<file path="src/wfw_pkg.sv">
`timescale 1ns / 1ps

package wfw_pkg;

   typedef struct packed {
      logic [15:0] word_id;
      logic        batch_end;
   } req_type;

   typedef struct packed {
      logic signed [31:0] weight;
      logic               run_last;
   } rsp_type;

   typedef struct packed {
      logic               mode;
      logic [31:0]        count_threshold;
      logic signed [31:0] exp_scale;
      logic signed [31:0] exp_rate;
      logic signed [31:0] lin_slope;
      logic signed [31:0] lin_offset;
   } cfg_type;

   localparam int CSR_IDX_W = 3;
   localparam logic [CSR_IDX_W-1:0] CSR_MODE       = 3'd0;
   localparam logic [CSR_IDX_W-1:0] CSR_THRESHOLD  = 3'd1;
   localparam logic [CSR_IDX_W-1:0] CSR_EXP_SCALE  = 3'd2;
   localparam logic [CSR_IDX_W-1:0] CSR_EXP_RATE   = 3'd3;
   localparam logic [CSR_IDX_W-1:0] CSR_LIN_SLOPE  = 3'd4;
   localparam logic [CSR_IDX_W-1:0] CSR_LIN_OFFSET = 3'd5;

   localparam logic signed [31:0] WEIGHT_ONE = 32'sd65536;
   localparam logic signed [31:0] WEIGHT_MAX = 32'sh7FFF_FFFF;
   localparam logic signed [31:0] WEIGHT_MIN = 32'sh8000_0000;

   // Counts are widened to this many bits and multiplied in two 24-bit halves.
   localparam int CNT_EXT_W = 48;
   localparam int CNT_HALF_W = 24;

   localparam logic [35:0] LN2_Q30 = 36'd744261118;

   typedef struct packed {
      logic clr_en;
      logic accept;
      logic update;
      logic w_start;
      logic push;
   } cmd_type;

   typedef struct packed {
      logic clr_last;
      logic last_item;
      logic fill_zero;
      logic idx_last;
      logic w_done;
      logic rsp_busy;
   } sts_type;

   typedef enum logic [2:0] {
      S_CLEAR,
      S_IDLE,
      S_UPDATE,
      S_RO_CHECK,
      S_RO_BUF,
      S_RO_CNT,
      S_RO_START,
      S_RO_WAIT
   } ctrl_state_type;

   typedef enum logic [3:0] {
      W_IDLE,
      W_MUL0,
      W_MUL1,
      W_SELECT,
      W_DIVIDE,
      W_REMAIN,
      W_CORRECT,
      W_REDUCE,
      W_POLY,
      W_SCALE,
      W_SHIFT
   } wgt_state_type;

   // round(2^30 / n!)
   function automatic logic [31:0] inv_fact(input logic [3:0] n);
      logic [31:0] v;
      case (n)
         4'd0:    v = 32'd1073741824;
         4'd1:    v = 32'd1073741824;
         4'd2:    v = 32'd536870912;
         4'd3:    v = 32'd178956971;
         4'd4:    v = 32'd44739243;
         4'd5:    v = 32'd8947849;
         4'd6:    v = 32'd1491308;
         4'd7:    v = 32'd213044;
         4'd8:    v = 32'd26631;
         4'd9:    v = 32'd2959;
         4'd10:   v = 32'd296;
         default: v = 32'd0;
      endcase
      return v;
   endfunction

endpackage

</file>
<file path="src/wfw_ctrl.sv">
`timescale 1ns / 1ps

module wfw_ctrl import wfw_pkg::*; (
   input  logic    clock,
   input  logic    reset,
   input  logic    req_valid,
   output logic    req_ready,
   input  sts_type sts,
   output cmd_type cmd
);

   ctrl_state_type state_ff, state_in;

   always_ff @(posedge clock) begin
      if (reset) begin
         state_ff <= S_CLEAR;
      end else begin
         state_ff <= state_in;
      end
   end

   always_comb begin
      state_in = state_ff;
      cmd = '0;
      req_ready = 1'b0;
      unique case (state_ff)
         S_CLEAR: begin
            cmd.clr_en = 1'b1;
            if (sts.clr_last) begin
               state_in = S_IDLE;
            end
         end
         S_IDLE: begin
            req_ready = 1'b1;
            if (req_valid) begin
               cmd.accept = 1'b1;
               state_in = S_UPDATE;
            end
         end
         S_UPDATE: begin
            cmd.update = 1'b1;
            state_in = sts.last_item ? S_RO_CHECK : S_IDLE;
         end
         S_RO_CHECK: begin
            state_in = sts.fill_zero ? S_IDLE : S_RO_BUF;
         end
         S_RO_BUF: begin
            state_in = S_RO_CNT;
         end
         S_RO_CNT: begin
            state_in = S_RO_START;
         end
         S_RO_START: begin
            cmd.w_start = 1'b1;
            state_in = S_RO_WAIT;
         end
         S_RO_WAIT: begin
            if (sts.w_done && !sts.rsp_busy) begin
               cmd.push = 1'b1;
               state_in = sts.idx_last ? S_IDLE : S_RO_BUF;
            end
         end
         default: begin
            state_in = S_IDLE;
         end
      endcase
   end

endmodule

</file>
<file path="config.mk">
export PLATFORM = sky130hd
export DESIGN_NAME = wfw_ctrl
export DESIGN_NICKNAME = d
export VERILOG_FILES = /design/src/wfw_pkg.sv /design/src/wfw_ctrl.sv
export SDC_FILE = /design/constraint.sdc
export NUM_CORES = 1
export LEC_CHECK = 0
export ABC_CLOCK_PERIOD_IN_PS = 2100
export BUFFER_PORTS_ARGS = -buffer_cell sky130_fd_sc_hd__buf_2
export CORE_AREA = 2 2 39 41
export CTS_CLUSTER_SIZE = 24
export DETAILED_ROUTE_END_ITERATION = 10
export DIE_AREA = 0 0 41 43
export GPL_TIMING_DRIVEN = 1
export SETUP_SLACK_MARGIN = 0.2
export SLEW_MARGIN = 40
export SYNTH_ARGS = -nofsm -noshare
export SYNTH_HDL_FRONTEND = slang
export SYNTH_SLANG_ARGS = --single-unit
</file>
<file path="constraint.sdc">
create_clock -name clock -period 2.1 [get_ports clock]
set_input_delay 0.42 -clock clock [delete_from_list [all_inputs] [get_ports clock]]
set_output_delay 0.42 -clock clock [all_outputs]
set_load 0.1 [all_outputs]
</file>
==> results of run 1 <==
[per-stage QoR]
| step | cells | instance area [µm²] |
|---|---|---|
| floorplan | 30 | 271.5 |
| global placement | 57 | 359.1 |
| detailed placement | 57 | 359.1 |
| CTS | 61 | 390.4 |
| global route | 61 | 395.4 |
| finish | 61 | 395.4 |
[routing by layer]
layer	share of wire	track usage	up-vias
li1	-	-	142
met1	0.43	0.1032	117
met2	0.49	0.1125	10
met3	0.057	0.03141	2
met4	0.028	0.1200	0
met5	0	0	-
[synth_stat cells (2+ instances only)]
master	count	area [µm²]
a21oi_1	2	10.01
and2_1	2	12.51
buf_2	2	10.01
dfxtp_1	3	60.06
nor2_1	2	7.510
[power groups by stage]
stage / combinational [µW] / clock (µW) / sequential, µW
after floorplan: 101 / 0 / 64.2
after CTS: 109 / 109 / 75.9
after detailed placement: 108 / 0 / 76.4
final: 110 / 101 / 76.3
after global routing: 116 / 114 / 78.1
after global placement: 107 / 0 / 76.3
[worst register-to-register path: stages, from the launching register on]
cell	delay [ns]
dfxtp_1	0.53
nor2_1	0.13
a21o_1	0.20
a311oi_2	0.25
[cells by family after synthesis]
group	share of synthesized area
AO/OA/AOI/OAI	0.2613
buffers and inverters	0.08543
flip-flops	0.2412
multiplexers	0.04020
AND/OR/NAND/NOR	0.3719
[final cells by class]
| cell class | instances | area, µm² |
|---|---|---|
| fillers | 159 | 988.4 |
| multi-input cells | 23 | 190.2 |
| repair buffers | 14 | 92.59 |
| flip-flops and latches | 3 | 62.56 |
| clock buffers | 4 | 26.28 |
| well taps | 16 | 20.02 |
| inverters | 1 | 3.754 |
[placed cells by master (no fill, tap or decap)]
master     instances
a211oi_1           1
a21o_1             1
a21oi_1            2
a311oi_1           1
a311oi_2           1
a31oi_1            1
and2_1             2
and2b_4            1
and3_1             1
and3b_1            1
and4b_1            1
buf_12             1
buf_2             10
buf_4              1
clkbuf_1           1
clkbuf_4           5
dfxtp_1            1
dfxtp_2            2
inv_1              1
mux2i_1            1
nand3b_1           1
nand4bb_1          1
nor2_1             2
nor3_4             1
nor3b_4            1
o21ai_0            1
o21ai_1            1
or3_1              1
[worst max-delay path by stage]
| stage | startpoint | to | cells past startpoint |
|---|---|---|---|
| after floorplan | state_ff[1]$_SDFFE_PP0P_ | cmd[0] | 3 |
| after global placement | state_ff[0]$_SDFFE_PP0P_ | cmd[0] | 3 |
| after detailed placement | state_ff[0]$_SDFFE_PP0P_ | cmd[0] | 3 |
| after CTS | state_ff[1]$_SDFFE_PP0P_ | cmd[2] | 2 |
| after global routing | state_ff[1]$_SDFFE_PP0P_ | cmd[1] | 2 |
| final | state_ff[1]$_SDFFE_PP0P_ | cmd[0] | 3 |
==> flow_summary_export.csv, run 1 <==
group,metric,value,unit
die,core,1384,µm²
clock_tree,cts_setup_buffers,0,
power_and_ir_drop,combPwrFrac,0.382,
worst_setup_path,crit_slowest_cell,"dfxtp_1",
power_and_ir_drop,p_sw,121.4,µW
timing,worst_pin_slew,0.4854,ns
finish,regMostFlops,"state_ff",
timing,max_clock_freq,547.9,MHz
global_route,grt_pass1_wl,1.014,mm
clock_tree,insertion_delay,0.23,ns
power_and_ir_drop,total_power,287.3,µW
die,die_x,41,µm
worst_hold_path,min_from,"reset",
route,ant_nets,0,
worst_setup_path,path_cells,"and4b_1 -> and2_1 -> buf_12",
worst_setup_path,crit_buf_inv,1,
timing,finalClockSkew,0.001610,ns
clock_tree,ctsHoldBuffers,0,
timing,hold_violations,0,
timing,drv_slew,0,
finish,area_growth,58.79,%
global_route,grt.overflow.total,0,
route,vias,271,
timing,slew_headroom,0.6787,
placement,gp_congestion,0.6936,
clock_tree,cts_resized,3,
worst_setup_path,path_delay_family,"flip-flops",
yosys,synth_warnings,0,
clock_tree,cts_tree,"built",
worst_setup_path,cp_data_arrival_time,1.41,ns
power_and_ir_drop,pwr-share-clk,0.353,
yosys,synth_flop_cell,"dfxtp_1",
yosys,synthDistinctLibCells,24,
clock_tree,root_buffer,"clkbuf_4",
placement,dp_slack,0.3890,ns
yosys,ys_ff_latch,3,
worst_setup_path,reg2reg_depth,3,
clock_tree,htree_levels,1,
power_and_ir_drop,vdd_drop_max,0.1870,mV
yosys,syn-cell-area,249.0,µm²
yosys,syn_inst,30,
worst_setup_path,crit_path_start_kind,"flop",
route,drc,0,
finish,largest_reg_flops,3,
placement,dp_hpwl,449.2,µm
worst_setup_path,path_class,"flop to output port",
route,finalWirelength,616,µm
global_route,grt_use_total,0.09246,
yosys,seq_area_frac_synth,0.2412,
die,ioPinCount,15,
yosys,synthArstFlopShare,0,
worst_hold_path,min_to,"state_ff[0]$_SDFFE_PP0P_",
die,start_util,0.1799,
global_route,antenna_found_initial,0,
worst_setup_path,slowest_delay,0.53,ns
power_and_ir_drop,p_int,165.9,µW
clock_tree,numClockSinks,3,
yosys,synth_edf_count,0,
timing,period_minus_slack,1.825,ns
route,drt_iter0_drc,3,
worst_setup_path,path_max_fanout,10,
finish,num_antenna_cells,0,
timing,rsz0062_at_grt,"false",
die,die_height,43,µm
finish,layout.nets,55,
timing,setup_tns,0,ns
power_and_ir_drop,p_leak,0.0001726,µW
worst_setup_path,timing.rr.end,"state_ff[2]$_SDFFE_PP0P_",
global_route,grt_max_degree,15,
power_and_ir_drop,p_per_area,726.7,nW/µm²
power_and_ir_drop,p_seq_frac,0.266,
route,vias_per_cell,4.443,
finish,utilization,0.2857,
placement,numPortBuffers,14,
worst_hold_path,hp-class,"primary input to flop",
route,avgRoutedWirePerCell,10.10,µm
die,die_area,1763,µm²
timing,post-route-period-util,0.8691,
outcome,outcome,"completed",
worst_setup_path,r2r_start,"state_ff[1]$_SDFFE_PP0P_",
clock_tree,cts_buffers,3,
route,firstDrtPassIters,3,
worst_setup_path,critPathCaptureType,"output port",
worst_setup_path,ff2ff_setup_slack,0.89,ns
timing,fin_hold_ws,0.3539,ns
flow_run,cap_violations,0,
clock_tree,clockBufferDepth,2,
worst_setup_path,cp.required,1.68,ns
timing,setup_viol_count_final,0,
finish,drive_gt1_frac,0.5111,
power_and_ir_drop,swShare,0.4225,
timing,fin_ws,0.2750,ns
finish,largestRegisters,"state_ff: 3 flops",
global_route,grt_pass1_vias,264,
clock_tree,clkTransAtPathRegs,0.04,ns
yosys,syn_nets,39,
die,rows,14,
yosys,avgSynthCellArea,8.300,µm²
worst_hold_path,hold_path_depth,2,
(Power assumes the default switching activity.)
==> run 2: changes to the inputs <==
--- a/config.mk
+++ b/config.mk
@@ -12,6 +12,7 @@
 export DETAILED_ROUTE_END_ITERATION = 10
 export DIE_AREA = 0 0 41 43
 export GPL_TIMING_DRIVEN = 1
+export RECOVER_POWER = 100
 export SETUP_SLACK_MARGIN = 0.2
 export SLEW_MARGIN = 40
 export SYNTH_ARGS = -nofsm -noshare
==> run 2 against run 1 <==
  * Routed wire length fell by 0.81%
  * Count of clock-buffer cells in the layout did not move
  * Register-to-register slack got worse by 0.06 ns
  * Fmax fell by 3.8%
  * Critical endpoint is now cmd[2]
  * Highest routed layer unchanged
==> flow_summary_export.csv, run 2 (synthesis results as in run 1) <==
group,metric,value,unit
clock_tree,clkTransAtPathRegs,0.04,ns
power_and_ir_drop,pwr-share-clk,0.357,
finish,seq_area,62.56,µm²
worst_setup_path,ff2ff_setup_slack,0.83,ns
power_and_ir_drop,swShare,0.4252,
route,vias,275,
global_route,grt_use_total,0.09246,
finish,num_antenna_cells,0,
global_route,top_usage_layer,"met4",
timing,post-route-period-util,0.9038,
placement,gp_congestion,0.6936,
worst_setup_path,path_delay_family,"flip-flops",
route,avgRoutedWirePerCell,10.02,µm
timing,slew_headroom,0.6419,
timing,hold_violations,0,
placement,dp_slack,0.3890,ns
global_route,grtUsageMet3,0.03141,
worst_setup_path,crit_path_start_kind,"flop",
global_route,grt_pass1_vias,264,
finish,mostFrequentLayoutCells,"8 x buf_2, 4 x clkbuf_4, 4 x clkbuf_2",
timing,max_clock_freq,526.9,MHz
die,die_area,1763,µm²
power_and_ir_drop,vdd_drop_max,0.1878,mV
finish,n_fill_cell,164,
timing,rsz0062_at_grt,"false",
route,finalWirelength,611,µm
flow_run,cap_violations,0,
worst_setup_path,crit_cells,2,
timing,fin_ws,0.2021,ns
global_route,met2_usage,0.1125,
finish,regMostFlops,"state_ff",
worst_setup_path,cp_data_arrival_time,1.48,ns
worst_setup_path,crit_slowest_cell,"dfxtp_1",
global_route,grt_pass1_wl,1.014,mm
route,firstDrtPassIters,3,
worst_setup_path,r2r_start,"state_ff[1]$_SDFFE_PP0P_",
timing,drv_slew,0,
die,die_x,41,µm
clock_tree,root_buffer,"clkbuf_4",
route,drt_iter0_drc,4,
worst_setup_path,path_class,"flop to output port",
outcome,outcome,"completed",
clock_tree,ctsHoldBuffers,0,
worst_setup_path,path_cells,"nor3b_4 -> clkbuf_2",
power_and_ir_drop,p_seq_frac,0.266,
die,ioPinCount,15,
clock_tree,insertion_delay,0.23,ns
route,vias_per_cell,4.508,
power_and_ir_drop,p_per_area,767.2,nW/µm²
global_route,gr-usage-met1,0.1032,
worst_setup_path,cp.required,1.68,ns
worst_hold_path,hp-class,"primary input to flop",
worst_setup_path,crit_buf_inv,1,
global_route,antenna_found_initial,0,
clock_tree,htree_levels,1,
clock_tree,numClockSinks,3,
die,core,1384,µm²
worst_setup_path,reg2reg_depth,3,
finish,layout.nets,55,
worst_hold_path,hold_path_depth,2,
clock_tree,cts_tree,"built",
timing,setup_viol_count_final,0,
worst_setup_path,critPathCaptureType,"output port",
finish,multi_input_area,183.9,µm²
power_and_ir_drop,p_int,163.9,µW
worst_setup_path,timing.rr.end,"state_ff[2]$_SDFFE_PP0P_",
die,die_height,43,µm
worst_hold_path,min_to,"state_ff[0]$_SDFFE_PP0P_",
timing,setup_tns,0,ns
placement,dp_hpwl,449.2,µm
finish,largest_reg_flops,3,
placement,numPortBuffers,14,
worst_hold_path,min_from,"reset",
power_and_ir_drop,p_sw,121.2,µW
timing,worst_pin_slew,0.5395,ns
die,rows,14,
finish,drive_gt1_frac,0.4889,
worst_setup_path,path_max_fanout,10,
timing,finalClockSkew,0.001587,ns
finish,area_growth,49.25,%
global_route,grt.overflow.total,0,
finish,largestRegisters,"state_ff: 3 flops",
worst_setup_path,slowest_delay,0.53,ns
timing,period_minus_slack,1.898,ns
clock_tree,cts_setup_buffers,0,
route,ant_nets,0,
route,drc,0,
clock_tree,cts_buffers,3,
power_and_ir_drop,p_leak,0.0001679,µW
power_and_ir_drop,combPwrFrac,0.376,
die,start_util,0.1799,
clock_tree,clockBufferDepth,2,
global_route,grt_max_degree,15,
finish,final_common_cell,"buf_2",
run 2: metal layers:
metal	up-vias	share of wire
met5	-	0
met1	122	0.42
met2	10	0.50
li1	141	-
met4	0	0.028
met3	2	0.056
run 2: power groups by stage:
stage | registers [µW] | logic [µW] | clock network [µW]
after floorplan | 64.2 | 101 | 0
final | 76.0 | 107 | 102
after global routing | 78.1 | 114 | 114
after global placement | 76.3 | 107 | 0
after CTS | 75.9 | 109 | 109
after detailed placement | 76.4 | 108 | 0
run 2: worst max path at each step:
stage | from | to
after floorplan | state_ff[1]$_SDFFE_PP0P_ | cmd[0]
after global placement | state_ff[0]$_SDFFE_PP0P_ | cmd[0]
after detailed placement | state_ff[0]$_SDFFE_PP0P_ | cmd[0]
after CTS | state_ff[1]$_SDFFE_PP0P_ | cmd[2]
after global routing | state_ff[1]$_SDFFE_PP0P_ | req_ready
final | state_ff[1]$_SDFFE_PP0P_ | cmd[2]
run 2: cell type report:
class	count	share of cell area
clock buffers	4	0.07071
repair buffers	14	0.2020
flip-flops and latches	3	0.1684
well taps	16	0.05387
inverters	1	0.01010
multi-input cells	23	0.4949
run 2: worst reg2reg max path, cell delays in order (launching register included):
cell      delay, ns
dfxtp_1        0.53
nor2_1         0.13
a21o_1         0.20
a311oi_1       0.30
run 2: repair_timing:
action	CTS	global route
resized for setup	3	2
setup endpoints to repair	4	2
pin swaps	0	0
run 2: stage by stage:
step | hold slack, ns | total power [µW] | utilization | std cells | cell area [µm²]
after CTS | 0.3452 | 293.3 | 0.2821 | 61 | 390.4
after floorplan | 0.4921 | 165.2 | - | 30 | 271.5
after detailed placement | 0.6033 | 184.3 | 0.2595 | 57 | 359.1
after global placement | 0.6065 | 183.6 | 0.2595 | 57 | 359.1
after global routing | 0.3688 | 306.1 | 0.2685 | 61 | 371.6
final | 0.3534 | 285.1 | 0.2685 | 61 | 371.6
